File: config.mk
export PLATFORM = sky130hd
export DESIGN_NAME = keyword_lexer
export DESIGN_NICKNAME = d
export VERILOG_FILES = /design/src/design/kl_pkg.sv /design/src/design/keyword_lexer.sv /design/src/design/kl_front.sv /design/src/design/kl_queue.sv /design/src/design/kl_back.sv
export SDC_FILE = /design/constraint.sdc
export NUM_CORES = 1
export LEC_CHECK = 0
export BUFFER_PORTS_ARGS = -buffer_cell sky130_fd_sc_hd__buf_2
export CORE_ASPECT_RATIO = 1.25
export CORE_MARGIN = 2
export CORE_UTILIZATION = 39
export CTS_CLUSTER_SIZE = 16
export DETAILED_ROUTE_END_ITERATION = 8
export PLACE_DENSITY = 0.66
export SLEW_MARGIN = 20
export SYNTH_ARGS = -nofsm -noshare
export SYNTH_HDL_FRONTEND = slang
export SYNTH_SLANG_ARGS = --single-unit
File: constraint.sdc
create_clock -name clock -period 5.51 [get_ports clock]
set_input_delay 0.2755 -clock clock [delete_from_list [all_inputs] [get_ports clock]]
set_output_delay 0.2755 -clock clock [all_outputs]
set_load 0.02 [all_outputs]
File: src/design/kl_pkg.sv
// kl_pkg: constants, token codes, keyword table and shared structs of the
// keyword lexer. No dependencies.
`default_nettype none

package kl_pkg;

   localparam int MAX_WORD = 32;
   localparam int IDX_W    = $clog2(MAX_WORD);
   localparam int CNT_W    = $clog2(MAX_WORD + 1);
   localparam int ADDR_W   = IDX_W + 1;
   localparam int KW_NUM   = 7;
   localparam int KW_SLOT  = 8;

   localparam logic [4:0] TOK_NUMBER = 5'd7;
   localparam logic [4:0] TOK_IDENT  = 5'd8;
   localparam logic [4:0] TOK_LPAREN = 5'd9;
   localparam logic [4:0] TOK_RPAREN = 5'd10;
   localparam logic [4:0] TOK_SEMI   = 5'd11;
   localparam logic [4:0] TOK_COMMA  = 5'd12;
   localparam logic [4:0] TOK_LBRACE = 5'd13;
   localparam logic [4:0] TOK_RBRACE = 5'd14;
   localparam logic [4:0] TOK_ASSIGN = 5'd15;
   localparam logic [4:0] TOK_GT     = 5'd16;
   localparam logic [4:0] TOK_LT     = 5'd17;
   localparam logic [4:0] TOK_PLUS   = 5'd18;
   localparam logic [4:0] TOK_STAR   = 5'd19;

   localparam logic [7:0] CH_NUL   = 8'h00;
   localparam logic [7:0] CH_TAB   = 8'h09;
   localparam logic [7:0] CH_LF    = 8'h0A;
   localparam logic [7:0] CH_SPACE = 8'h20;
   localparam logic [7:0] CH_ZERO  = 8'h30;
   localparam logic [7:0] CH_NINE  = 8'h39;

   // INT CHAR IF THEN ELSE WHILE RETURN
   localparam logic [2:0] KW_LEN [KW_NUM] = '{3'd3, 3'd4, 3'd2, 3'd4, 3'd4, 3'd5, 3'd6};
   localparam logic [7:0] KW_TEXT [KW_NUM][KW_SLOT] = '{
      '{8'h49, 8'h4E, 8'h54, 8'h00, 8'h00, 8'h00, 8'h00, 8'h00},
      '{8'h43, 8'h48, 8'h41, 8'h52, 8'h00, 8'h00, 8'h00, 8'h00},
      '{8'h49, 8'h46, 8'h00, 8'h00, 8'h00, 8'h00, 8'h00, 8'h00},
      '{8'h54, 8'h48, 8'h45, 8'h4E, 8'h00, 8'h00, 8'h00, 8'h00},
      '{8'h45, 8'h4C, 8'h53, 8'h45, 8'h00, 8'h00, 8'h00, 8'h00},
      '{8'h57, 8'h48, 8'h49, 8'h4C, 8'h45, 8'h00, 8'h00, 8'h00},
      '{8'h52, 8'h45, 8'h54, 8'h55, 8'h52, 8'h4E, 8'h00, 8'h00}
   };

   typedef struct packed {
      logic       hit;
      logic [4:0] kind;
   } punct_type;

   typedef struct packed {
      logic             has_word;
      logic [4:0]       word_kind;
      logic [31:0]      number;
      logic             ovf;
      logic             cut;
      logic [CNT_W-1:0] len;
      logic             bank;
      logic             has_punct;
      logic [4:0]       punct_kind;
   } cmd_type;

   typedef struct packed {
      logic              en;
      logic [ADDR_W-1:0] addr;
      logic [7:0]        data;
   } wr_type;

   typedef struct packed {
      logic valid;
      logic bank;
   } done_type;

   typedef struct packed {
      logic streaming;
      logic bank;
   } bstat_type;

   function automatic punct_type punct_lookup(input logic [7:0] c);
      punct_type p;
      p.hit  = 1'b1;
      p.kind = TOK_LPAREN;
      case (c)
         8'h28:   p.kind = TOK_LPAREN;
         8'h29:   p.kind = TOK_RPAREN;
         8'h3B:   p.kind = TOK_SEMI;
         8'h2C:   p.kind = TOK_COMMA;
         8'h7B:   p.kind = TOK_LBRACE;
         8'h7D:   p.kind = TOK_RBRACE;
         8'h3D:   p.kind = TOK_ASSIGN;
         8'h3E:   p.kind = TOK_GT;
         8'h3C:   p.kind = TOK_LT;
         8'h2B:   p.kind = TOK_PLUS;
         8'h2A:   p.kind = TOK_STAR;
         default: p.hit  = 1'b0;
      endcase
      return p;
   endfunction

endpackage

`default_nettype wire

File: src/design/keyword_lexer.sv
// keyword_lexer: top level; front, command queue and back joined together.
// Uses kl_pkg, kl_front, kl_queue, kl_back.
//
//   channel | direction | handshake            | payload
//   req     | in        | req_valid/req_stall  | req_in_char
//   rsp     | out       | rsp_valid/rsp_stall  | token, value, char, length, flags
//
// A delimiter pushes at most one command (word, punctuation or both).
// The back pops each command in its idle state, then emits a keyword, number
// or punctuation result from its own state and each identifier character
// through a read state (registered read of the word memory) and a send state.
// The word memory has two banks; the front stalls while the bank it would
// fill is still busy with an identifier, or while the two-entry queue is full.
// Synchronous reset clears control state only; no clearing pass.
`default_nettype none

module keyword_lexer
   import kl_pkg::*;
(
   input  wire logic        clock,
   input  wire logic        reset,
   input  wire logic        req_valid,
   output logic             req_stall,
   input  wire logic [7:0]  req_in_char,
   output logic             rsp_valid,
   input  wire logic        rsp_stall,
   output logic [4:0]       rsp_token_kind,
   output logic [31:0]      rsp_number_value,
   output logic [7:0]       rsp_ident_char,
   output logic [5:0]       rsp_ident_length,
   output logic             rsp_run_last,
   output logic             rsp_word_cut,
   output logic             rsp_number_overflow
);

   logic      q_full;
   logic      q_empty;
   logic      q_push;
   logic      q_pop;
   cmd_type   q_data;
   cmd_type   q_head;
   wr_type    wr;
   done_type  done;
   bstat_type stat;

   kl_front u_front (
      .clock       (clock),
      .reset       (reset),
      .req_valid   (req_valid),
      .req_stall   (req_stall),
      .req_in_char (req_in_char),
      .q_full      (q_full),
      .q_push      (q_push),
      .q_data      (q_data),
      .wr          (wr),
      .done        (done)
   );

   kl_queue u_queue (
      .clock     (clock),
      .reset     (reset),
      .push      (q_push),
      .push_data (q_data),
      .pop       (q_pop),
      .full      (q_full),
      .empty     (q_empty),
      .head      (q_head)
   );

   kl_back u_back (
      .clock               (clock),
      .reset               (reset),
      .q_empty             (q_empty),
      .q_head              (q_head),
      .q_pop               (q_pop),
      .wr                  (wr),
      .done                (done),
      .stat                (stat),
      .rsp_valid           (rsp_valid),
      .rsp_stall           (rsp_stall),
      .rsp_token_kind      (rsp_token_kind),
      .rsp_number_value    (rsp_number_value),
      .rsp_ident_char      (rsp_ident_char),
      .rsp_ident_length    (rsp_ident_length),
      .rsp_run_last        (rsp_run_last),
      .rsp_word_cut        (rsp_word_cut),
      .rsp_number_overflow (rsp_number_overflow)
   );

`ifndef SYNTH
   a_no_write_streaming_bank: assert property (@(posedge clock) disable iff (reset)
      !(wr.en && stat.streaming && wr.addr[ADDR_W-1] == stat.bank))
      else $error("word write into bank being streamed");

   a_no_push_when_full: assert property (@(posedge clock) disable iff (reset)
      q_push |-> (!q_full || q_pop))
      else $error("command pushed into full queue");

   a_done_while_streaming: assert property (@(posedge clock) disable iff (reset)
      done.valid |-> stat.streaming && done.bank == stat.bank)
      else $error("bank release outside identifier stream");

   a_non_ident_clean: assert property (@(posedge clock) disable iff (reset)
      (rsp_valid && rsp_token_kind != TOK_IDENT) |->
         (rsp_ident_char == 8'd0 && rsp_ident_length == 6'd0))
      else $error("identifier fields set on non-identifier token");
`endif

endmodule

`default_nettype wire

File: src/design/kl_front.sv
// kl_front: takes characters, builds the current word (number value, keyword
// match) and pushes flush commands. Uses kl_pkg; writes the back's word memory.
`default_nettype none

module kl_front
   import kl_pkg::*;
(
   input  wire logic        clock,
   input  wire logic        reset,
   input  wire logic        req_valid,
   output logic             req_stall,
   input  wire logic [7:0]  req_in_char,
   input  wire logic        q_full,
   output logic             q_push,
   output cmd_type          q_data,
   output wr_type           wr,
   input  wire done_type    done
);

   logic [CNT_W-1:0]  count_ff, count_in;
   logic [31:0]       acc_ff, acc_in;
   logic              digits_ff, digits_in;
   logic              ovf_ff, ovf_in;
   logic              cut_ff, cut_in;
   logic              first_digit_ff, first_digit_in;
   logic [KW_NUM-1:0] match_ff, match_in;
   logic              bank_ff, bank_in;
   logic [1:0]        busy_ff, busy_in;

   logic        accept;
   logic        blank;
   logic        digit;
   punct_type   pl;
   logic [35:0] acc10;
   logic        kw_found;
   logic [4:0]  kw_kind;

   assign req_stall = q_full || busy_ff[bank_ff];
   assign accept    = req_valid && !req_stall;

   always_comb begin
      pl     = punct_lookup(req_in_char);
      blank  = (req_in_char == CH_NUL) || (req_in_char == CH_TAB) ||
               (req_in_char == CH_LF)  || (req_in_char == CH_SPACE);
      digit  = (req_in_char >= CH_ZERO) && (req_in_char <= CH_NINE);
      acc10  = {1'b0, acc_ff, 3'b000} + {3'b000, acc_ff, 1'b0} +
               {32'd0, req_in_char[3:0]};
      kw_found = 1'b0;
      kw_kind  = 5'd0;
      for (int i = 0; i < KW_NUM; i++) begin
         if (!kw_found && match_ff[i] && count_ff == CNT_W'(KW_LEN[i])) begin
            kw_found = 1'b1;
            kw_kind  = 5'(i);
         end
      end
   end

   always_comb begin
      count_in       = count_ff;
      acc_in         = acc_ff;
      digits_in      = digits_ff;
      ovf_in         = ovf_ff;
      cut_in         = cut_ff;
      first_digit_in = first_digit_ff;
      match_in       = match_ff;
      bank_in        = bank_ff;
      busy_in        = busy_ff;
      if (done.valid) begin
         busy_in[done.bank] = 1'b0;
      end
      wr.en   = 1'b0;
      wr.addr = {bank_ff, count_ff[IDX_W-1:0]};
      wr.data = req_in_char;
      q_push  = 1'b0;
      q_data.has_word   = count_ff != '0;
      q_data.word_kind  = kw_found ? kw_kind : (first_digit_ff ? TOK_NUMBER : TOK_IDENT);
      q_data.number     = (!kw_found && first_digit_ff) ? acc_ff : 32'd0;
      q_data.ovf        = !kw_found && first_digit_ff && ovf_ff;
      q_data.cut        = cut_ff;
      q_data.len        = count_ff;
      q_data.bank       = bank_ff;
      q_data.has_punct  = pl.hit;
      q_data.punct_kind = pl.kind;

      if (accept) begin
         if (!pl.hit && !blank) begin
            if (count_ff >= CNT_W'(MAX_WORD)) begin
               cut_in = 1'b1;
            end else begin
               wr.en    = 1'b1;
               count_in = count_ff + 1'b1;
               if (count_ff == '0) begin
                  digits_in      = digit;
                  first_digit_in = digit;
                  acc_in         = digit ? {28'd0, req_in_char[3:0]} : 32'd0;
               end else if (digits_ff) begin
                  if (digit) begin
                     acc_in = acc10[31:0];
                     if (acc10[35:32] != 4'd0) begin
                        ovf_in = 1'b1;
                     end
                  end else begin
                     digits_in = 1'b0;
                  end
               end
               for (int i = 0; i < KW_NUM; i++) begin
                  match_in[i] = (count_ff == '0 || match_ff[i]) &&
                                (count_ff < CNT_W'(KW_LEN[i])) &&
                                (KW_TEXT[i][count_ff[2:0]] == req_in_char);
               end
            end
         end else begin
            q_push = q_data.has_word || pl.hit;
            if (q_data.has_word && q_data.word_kind == TOK_IDENT) begin
               busy_in[bank_ff] = 1'b1;
               bank_in          = !bank_ff;
            end
            count_in       = '0;
            acc_in         = 32'd0;
            digits_in      = 1'b0;
            ovf_in         = 1'b0;
            cut_in         = 1'b0;
            first_digit_in = 1'b0;
            match_in       = '0;
         end
      end
   end

   always_ff @(posedge clock) begin
      if (reset) begin
         count_ff       <= '0;
         acc_ff         <= 32'd0;
         digits_ff      <= 1'b0;
         ovf_ff         <= 1'b0;
         cut_ff         <= 1'b0;
         first_digit_ff <= 1'b0;
         match_ff       <= '0;
         bank_ff        <= 1'b0;
         busy_ff        <= 2'b00;
      end else begin
         count_ff       <= count_in;
         acc_ff         <= acc_in;
         digits_ff      <= digits_in;
         ovf_ff         <= ovf_in;
         cut_ff         <= cut_in;
         first_digit_ff <= first_digit_in;
         match_ff       <= match_in;
         bank_ff        <= bank_in;
         busy_ff        <= busy_in;
      end
   end

endmodule

`default_nettype wire

File: src/design/kl_queue.sv
// kl_queue: two-entry command queue between front and back.
// Uses kl_pkg for the command struct.
`default_nettype none

module kl_queue
   import kl_pkg::*;
(
   input  wire logic    clock,
   input  wire logic    reset,
   input  wire logic    push,
   input  wire cmd_type push_data,
   input  wire logic    pop,
   output logic         full,
   output logic         empty,
   output cmd_type      head
);

   cmd_type    entry_ff [2];
   logic       wr_ptr_ff, wr_ptr_in;
   logic       rd_ptr_ff, rd_ptr_in;
   logic [1:0] cnt_ff, cnt_in;

   assign full  = cnt_ff == 2'd2;
   assign empty = cnt_ff == 2'd0;
   assign head  = entry_ff[rd_ptr_ff];

   always_comb begin
      wr_ptr_in = push ? !wr_ptr_ff : wr_ptr_ff;
      rd_ptr_in = pop  ? !rd_ptr_ff : rd_ptr_ff;
      cnt_in    = cnt_ff + {1'b0, push} - {1'b0, pop};
   end

   always_ff @(posedge clock) begin
      if (push) begin
         entry_ff[wr_ptr_ff] <= push_data;
      end
   end

   always_ff @(posedge clock) begin
      if (reset) begin
         wr_ptr_ff <= 1'b0;
         rd_ptr_ff <= 1'b0;
         cnt_ff    <= 2'd0;
      end else begin
         wr_ptr_ff <= wr_ptr_in;
         rd_ptr_ff <= rd_ptr_in;
         cnt_ff    <= cnt_in;
      end
   end

endmodule

`default_nettype wire

File: src/design/kl_back.sv
// kl_back: pops flush commands and emits tokens; holds the two-bank word
// memory and streams identifier characters from it. Uses kl_pkg.
`default_nettype none

module kl_back
   import kl_pkg::*;
(
   input  wire logic    clock,
   input  wire logic    reset,
   input  wire logic    q_empty,
   input  wire cmd_type q_head,
   output logic         q_pop,
   input  wire wr_type  wr,
   output done_type     done,
   output bstat_type    stat,
   output logic         rsp_valid,
   input  wire logic    rsp_stall,
   output logic [4:0]   rsp_token_kind,
   output logic [31:0]  rsp_number_value,
   output logic [7:0]   rsp_ident_char,
   output logic [5:0]   rsp_ident_length,
   output logic         rsp_run_last,
   output logic         rsp_word_cut,
   output logic         rsp_number_overflow
);

   typedef enum logic [4:0] {
      ST_IDLE  = 5'b00001,
      ST_WORD  = 5'b00010,
      ST_READ  = 5'b00100,
      ST_IDENT = 5'b01000,
      ST_PUNCT = 5'b10000
   } state_type;

   logic [7:0] mem [2**ADDR_W];
   logic [7:0] rd_data_ff;

   state_type        state_ff, state_in;
   cmd_type          cmd_ff, cmd_in;
   logic [IDX_W-1:0] idx_ff, idx_in;
   logic             valid_ff, valid_in;
   logic [4:0]       kind_ff, kind_in;
   logic [31:0]      num_ff, num_in;
   logic [7:0]       ch_ff, ch_in;
   logic [5:0]       len_ff, len_in;
   logic             last_ff, last_in;
   logic             cut_ff, cut_in;
   logic             ovf_ff, ovf_in;

   logic free;
   logic idx_last;

   assign free     = !valid_ff || !rsp_stall;
   assign idx_last = CNT_W'(idx_ff) == cmd_ff.len - 1'b1;
   assign stat.streaming = (state_ff == ST_READ) || (state_ff == ST_IDENT);
   assign stat.bank      = cmd_ff.bank;

   always_comb begin
      state_in = state_ff;
      cmd_in   = cmd_ff;
      idx_in   = idx_ff;
      valid_in = free ? 1'b0 : valid_ff;
      kind_in  = kind_ff;
      num_in   = num_ff;
      ch_in    = ch_ff;
      len_in   = len_ff;
      last_in  = last_ff;
      cut_in   = cut_ff;
      ovf_in   = ovf_ff;
      q_pop      = 1'b0;
      done.valid = 1'b0;
      done.bank  = cmd_ff.bank;
      case (state_ff)
         ST_IDLE: begin
            if (!q_empty) begin
               q_pop  = 1'b1;
               cmd_in = q_head;
               idx_in = '0;
               if (!q_head.has_word) begin
                  state_in = ST_PUNCT;
               end else if (q_head.word_kind == TOK_IDENT) begin
                  state_in = ST_READ;
               end else begin
                  state_in = ST_WORD;
               end
            end
         end
         ST_WORD: begin
            if (free) begin
               valid_in = 1'b1;
               kind_in  = cmd_ff.word_kind;
               num_in   = cmd_ff.number;
               ch_in    = 8'd0;
               len_in   = 6'd0;
               last_in  = !cmd_ff.has_punct;
               cut_in   = cmd_ff.cut;
               ovf_in   = cmd_ff.ovf;
               state_in = cmd_ff.has_punct ? ST_PUNCT : ST_IDLE;
            end
         end
         ST_READ: begin
            state_in = ST_IDENT;
         end
         ST_IDENT: begin
            if (free) begin
               valid_in = 1'b1;
               kind_in  = TOK_IDENT;
               num_in   = 32'd0;
               ch_in    = rd_data_ff;
               len_in   = 6'(cmd_ff.len);
               last_in  = idx_last && !cmd_ff.has_punct;
               cut_in   = cmd_ff.cut;
               ovf_in   = 1'b0;
               if (idx_last) begin
                  done.valid = 1'b1;
                  state_in   = cmd_ff.has_punct ? ST_PUNCT : ST_IDLE;
               end else begin
                  idx_in   = idx_ff + 1'b1;
                  state_in = ST_READ;
               end
            end
         end
         ST_PUNCT: begin
            if (free) begin
               valid_in = 1'b1;
               kind_in  = cmd_ff.punct_kind;
               num_in   = 32'd0;
               ch_in    = 8'd0;
               len_in   = 6'd0;
               last_in  = 1'b1;
               cut_in   = 1'b0;
               ovf_in   = 1'b0;
               state_in = ST_IDLE;
            end
         end
         default: begin
            state_in = ST_IDLE;
         end
      endcase
   end

   always_ff @(posedge clock) begin
      if (wr.en) begin
         mem[wr.addr] <= wr.data;
      end
      rd_data_ff <= mem[{cmd_ff.bank, idx_ff}];
   end

   always_ff @(posedge clock) begin
      cmd_ff  <= cmd_in;
      idx_ff  <= idx_in;
      kind_ff <= kind_in;
      num_ff  <= num_in;
      ch_ff   <= ch_in;
      len_ff  <= len_in;
      last_ff <= last_in;
      cut_ff  <= cut_in;
      ovf_ff  <= ovf_in;
   end

   always_ff @(posedge clock) begin
      if (reset) begin
         state_ff <= ST_IDLE;
         valid_ff <= 1'b0;
      end else begin
         state_ff <= state_in;
         valid_ff <= valid_in;
      end
   end

   assign rsp_valid           = valid_ff;
   assign rsp_token_kind      = kind_ff;
   assign rsp_number_value    = num_ff;
   assign rsp_ident_char      = ch_ff;
   assign rsp_ident_length    = len_ff;
   assign rsp_run_last        = last_ff;
   assign rsp_word_cut        = cut_ff;
   assign rsp_number_overflow = ovf_ff;

endmodule

`default_nettype wire
==> results of run 1 <==
## synthesized netlist by cell type (21+ instances only)
| cell | n |
|---|---|
| a21oi_1 | 67 |
| ha_1 | 75 |
| nand3_1 | 31 |
| nor2_1 | 157 |
| mux4_2 | 168 |
| mux2_2 | 52 |
| dfxtp_1 | 71 |
| buf_2 | 21 |
| nand2_1 | 77 |
| xnor2_1 | 35 |
| clkbuf_1 | 72 |
| edfxtp_1 | 726 |
| o21ai_0 | 31 |
| and2_1 | 88 |
## stage by stage
stage / setup slack, ns / utilization [%]
global route: 0.600 / 44.1
global placement: 1.15 / 41.1
finish: 0.937 / 44.1
CTS: 0.968 / 44.1
floorplan: 0.0487 / -
detailed placement: 0.997 / 41.1
## placed cells by master, fill, tap and decap left out, drive strengths merged, types with 8 or more instances in the layout
cell    instances
xnor2          35
clkbuf         95
nor4b           8
clkinv         33
a21o           16
mux2           52
xor2           17
nor3           22
dfxtp          71
edfxtp        726
a21oi          68
and3           10
nand2b         15
a31oi          16
buf            92
nand4          14
o21bai          8
a211oi          9
nor2b          10
o21ai          45
and2           89
inv            26
a22oi          15
mux4          168
nand3          31
nor2          158
nand2          77
ha             75
## worst max-delay path by stage
stage	startpoint	to	slack, ns
after floorplan	u_front.count_ff[0]	u_queue.entry_ff[0][0]	0.05
after global placement	u_front.count_ff[0]	u_queue.entry_ff[0][30]	1.15
after detailed placement	u_front.count_ff[0]	u_queue.entry_ff[0][32]	1.0
after CTS	u_front.count_ff[0]	u_queue.entry_ff[0][32]	0.97
after global routing	u_front.count_ff[0]	u_queue.entry_ff[0][32]	0.60
final	u_front.count_ff[0]	u_queue.entry_ff[0][32]	0.94
## kinds of logic after synthesis
| group | after synthesis | synth area share (%) |
|---|---|---|
| mux | 226 | 13.2 |
| buf+inv | 132 | 1.65 |
| flops | 797 | 69.0 |
| simple gates | 480 | 7.42 |
| fa+ha+maj | 77 | 2.91 |
| xor+xnor | 52 | 1.35 |
| compound gates | 235 | 4.57 |
## metal layers
layer / up-vias / GRT usage, % / wire (um)
met3: 125 / 2.67 / 4750
li1: 8012 / - / -
met5: - / 0 / 0
met4: 0 / 5.34 / 1970
met2: 618 / 29.6 / 38500
met1: 9188 / 21.6 / 30000
## final cells by class
cell class,count,area [um2]
diodes,1,2.50
clock buffers,95,2080
clock inverters,45,469
multi-input cells,1070,9940
repair buffers,93,573
flip-flops and latches,797,23200
well taps,1098,1370
inverters,23,86.3
fillers,7384,47800
## registers in the layout, summed over array words and instances (netlist names), 6 cells and up, named ones only
signal                   flops
u_back.mem                 512
u_back.rsp_ident_char        8
u_back.rsp_ident_length      6
u_back.rd_data_ff            8
u_front.match_ff             7
u_front.acc_ff              32
u_queue.entry_ff           104
u_back.rsp_number_value     32
u_front.count_ff             6
u_back.cmd_ff               50
## power by group
group / total (uW) / internal [uW] / switching (uW)
Clock: 5300 / 3040 / 2260
Combinational: 3390 / 1570 / 1820
Sequential: 7230 / 7030 / 201
==> results_dict.tcl, run 1 <==
set metrics [dict create \
    synth_top_area_share_pct 64.7 \
    synth_edf_count 726 \
    grt_usage_pct 17.0 \
    powerDensity_nw_per_um2 422 \
    core_area_um2 85600 \
    yosys.area.top_type "edfxtp_1" \
    die_h_um 333 \
    slowest_stage "dfxtp_1" \
    ys.flop_type "edfxtp_1" \
    antenna_found_initial 7 \
    area_growth_pct 12.1 \
    ios 68 \
    period_share_pct 83.0 \
    syn_avg_cell_area_um2 16.8 \
    critical_path_class "reg2reg" \
    portBuffers 67 \
    syn_nets 2088 \
    layout.nets 2152 \
    wirelength_mm 75.3 \
    gp_congestion 0.865 \
    maxSlewHeadroom_pct 26.4 \
    die_w_um 267 \
    worstPathCellList "clkinv_1 -> ha_1 -> and2b_1 -> and2_2 -> inv_1 -> o211ai_1 -> a31oi_1 -> nor2b_4 -> buf_4" \
    worst_r2r_startpoint "u_front.count_ff[0]" \
    worstPathRequired_ns 5.76 \
    synth_area_leaders "edfxtp_1 65%, mux4_2 11%, dfxtp_1 4.2%" \
    cap_violations 0 \
    irDropWorstVdd_mv 0.348 \
    worstMarginPinSlew_ns 1.10 \
    finalSetupTns_ns 0 \
    whs_ns 0.0496 \
    min_path_cells 1 \
    arrival_ns 4.83 \
    crit_path_end_kind "flop" \
    tritoncts "built" \
    synth_area_um2 33700 \
    clockBufferDepth 3 \
    slowest_delay_ns 0.94 \
    final_cells 3222 \
    dp_cells 3080 \
    avgViaCountPerCell 5.57 \
    yosys.cell_types.count 81 \
    cp.buffers_inverters 3 \
    dr_total_vias 17900 \
    placed_cell_area_um2 35200 \
    ctsHoldBuffers 1 \
    insertion_delay_ns 0.64 \
    postCtsSetupBuffers 0 \
    power.total_uw 15900 \
    grt_first_pass_wirelength_mm 114 \
    drc 0 \
    drive_gt1_share_pct 21.5 \
    post-dp-hpwl_mm 48.3 \
    cp_max_fo 40 \
    initial_core_util_pct 39.4 \
    startpoint_type "flop" \
    rr_endpoint "u_queue.entry_ff[0][32]" \
    max_freq_mhz 219 \
    synth-seq-cells 797 \
    finalSetupViolCount 0 \
    clockRootBuffer "clkbuf_16" \
    ant_nets 0 \
    hp-start "req_in_char[3]" \
    final_max_slew_viol_count 0 \
    hold_viol 0 \
    ys_seq_area_share_pct 69.0 \
    cts_sinks 797 \
    worstSetupPathDepth 9 \
    rsz0062_at_grt "no" \
    async_flop_share_pct 0 \
    p_leak_uw 0.0125 \
    hp-class "in2reg" \
    cts_buffers 78 \
    design_area_um2 37700 \
    yosys_warnings 0 \
    postCtsResizedCells 0 \
    period_needed_ns 4.57 \
    row_count 120 \
    cts_max_level 3 \
    clk_pin_slew_ns 0.06 \
    syn-instance-count 1999 \
    clock_skew_ns 0.0431 \
    first_pass_iters 5 \
    dieArea_um2 88700 \
    hold-path-endpoint "u_back.mem[58][3]" \
    drtIter0Drc 1633 \
    cp_top_family "buffers and inverters" \
    r2r_cells 9 \
    r2r_setup_slack_ns 0.94 \
    grt_pass1_vias 18500 \
    overflow 0 \
    status "complete, no violations" \
    wl_per_cell_um 23.4 \
    grt_max_degree 129 \
]
Power figures use the tool's default switching activity.
==> run 2: changes to the inputs <==
==> constraint.sdc (replaced) <==
create_clock -name clock -period 4.16 [get_ports clock]
set_input_delay 0.208 -clock clock [delete_from_list [all_inputs] [get_ports clock]]
set_output_delay 0.208 -clock clock [all_outputs]
set_load 0.02 [all_outputs]
==> run 2 against run 1 <==
  * First-iteration DRC count up 15%
  * Clock power up 40%
  * Core utilization rose by 0.77 points
  * Count of clock-buffer cells in the layout fell by 1
  * Non-clock buffer count grew 53
  * Largest cell class unchanged
  * Largest power group unchanged
  * Highest routed layer unchanged
==> results_dict.tcl, run 2 (synthesis gave the netlist of run 1 again) <==
set metrics [dict create \
    status "complete, no violations" \
    maxSlewHeadroom_pct 28.3 \
    p_sw_uw 5870 \
    grt_max_degree 80 \
    netSwitchingFraction_pct 27.1 \
    final_cell_mix "726 x edfxtp_1, 168 x mux4_2, 155 x nor2_1" \
    ant_nets 0 \
    finalSetupTns_ns 0 \
    clk_pin_slew_ns 0.06 \
    largest_register "u_back.mem" \
    grt_first_pass_wirelength_mm 117 \
    rsz0062_at_grt "no" \
    intPower_uw 15800 \
    avgViaCountPerCell 5.53 \
    area_growth_pct 14.0 \
    fillers 7295 \
    cts_max_level 3 \
    path_common_cell "nor2_1" \
    worstPathRequired_ns 4.42 \
    gp_congestion 0.870 \
    die_h_um 333 \
    hp-class "in2reg" \
    post-dp-hpwl_mm 50.4 \
    worstPathCellList "mux2i_1 -> o211ai_1 -> nor2_1 -> nand3_1 -> nor2_1 -> nand3_1 -> nor2_1" \
    critical_path_class "reg2reg" \
    antenna_found_initial 6 \
    p_leak_uw 0.0129 \
    cp_max_fo 8 \
    period_needed_ns 3.40 \
    grt_usage_pct 17.4 \
    hold-path-endpoint "u_front.acc_ff[0]" \
    clockRootBuffer "clkbuf_16" \
    slowest_delay_ns 0.69 \
    initial_core_util_pct 39.4 \
    wl_per_cell_um 23.3 \
    r2r_cells 7 \
    largest_register_ffs 512 \
    combinationalPowerShare_pct 21.5 \
    drc 0 \
    final_common_cell "edfxtp_1" \
    cts_buffers 79 \
    clock_skew_ns 0.0282 \
    cts_sinks 797 \
    cap_violations 0 \
    ios 68 \
    finalSetupViolCount 0 \
    drtIter0Drc 1879 \
    grt_pass1_vias 18800 \
    layout.nets 2206 \
    rr_endpoint "u_back.mem[49][3]" \
    irDropWorstVdd_mv 0.332 \
    drive_gt1_share_pct 24.0 \
    r2r_setup_slack_ns 0.76 \
    die_w_um 267 \
    dr_total_vias 18200 \
    wirelength_mm 76.4 \
    worst_r2r_startpoint "u_front.bank_ff" \
    row_count 120 \
    min_path_cells 3 \
    hp-start "req_in_char[0]" \
    portBuffers 67 \
    largest_registers "u_back.mem (512), u_queue.entry_ff (104), u_back.cmd_ff (50)" \
    startpoint_type "flop" \
    clkPwrFrac_pct 34.3 \
    period_share_pct 81.8 \
    final_max_slew_viol_count 0 \
    slowest_stage "nor2_1" \
    powerDensity_nw_per_um2 564 \
    max_freq_mhz 294 \
    seq_power_share_pct 44.2 \
    insertion_delay_ns 0.64 \
    crit_path_end_kind "flop" \
    hold_viol 0 \
    dieArea_um2 88700 \
    overflow 0 \
    power.total_uw 21700 \
    first_pass_iters 6 \
    arrival_ns 3.66 \
    postCtsResizedCells 0 \
    clockBufferDepth 3 \
    tritoncts "built" \
    core_area_um2 85600 \
    worstMarginPinSlew_ns 1.07 \
]
[run 2: worst max-delay path: cells and delay by family (launching register included)]
family             cells  cell delay [ns]
DFF                    1             0.35
muxes                  1             0.35
and+or+nand+nor        5             2.01
AOI/OAI and AO/OA      1             0.32
[run 2: timing repair]
item | in CTS | in global routing
setup buffers | 0 | 0
hold buffers | 1 | 0
endpoints found under the hold margin | 1 | 0
[run 2: power by group through the flow]
stage	Sequential [uW]	Combinational (uW)	Clock, uW
detailed placement	9760	4700	0
floorplan	9660	3230	0
global route	9630	4960	7880
finish	9590	4650	7440
CTS	9590	4720	7580
global placement	9740	4640	0
[run 2: worst max path at each step]
| stage | from | endpoint | cells past startpoint |
|---|---|---|---|
| after detailed placement | req_in_char[3] | u_back.mem[48][5] | 9 |
| after global placement | req_in_char[3] | u_back.mem[55][0] | 9 |
| after CTS | u_front.bank_ff | u_back.mem[49][5] | 7 |
| after floorplan | u_front.count_ff[0] | u_queue.entry_ff[0][0] | 11 |
| after global routing | u_front.bank_ff | u_back.mem[49][4] | 7 |
| final | u_front.bank_ff | u_back.mem[49][3] | 7 |
[run 2: stage by stage]
stage	util, %	std cells	instance area [um2]	hold slack (ns)	setup slack [ns]
finish	44.9	3284	38400	0.0459	0.756
global route	44.9	3281	38400	0.0594	0.537
CTS	44.9	3281	38400	0.0291	0.799
detailed placement	41.6	3133	35600	0.473	0.582
global placement	41.6	3133	35600	0.466	0.674
floorplan	-	1999	33700	0.307	0.239
[run 2: final cells by class]
cell class | instances | area, um2 | area share, %
Antenna cell | 3 | 7.51 | 0.0195
Clock buffer | 94 | 2110 | 5.48
Clock inverter | 53 | 649 | 1.69
Inverter | 23 | 86.3 | 0.225
Multi-Input combinational cell | 1070 | 9940 | 25.9
Sequential cell | 797 | 23200 | 60.5
Tap cell | 1098 | 1370 | 3.58
Timing Repair Buffer | 146 | 1020 | 2.66
[run 2: layer usage]
| metal | global-route usage [%] | routed length [um] |
|---|---|---|
| met1 | 22.3 | 30700 |
| met3 | 2.54 | 4450 |
| met4 | 6.10 | 2460 |
| met2 | 30.0 | 38800 |
| met5 | 0 | 0 |
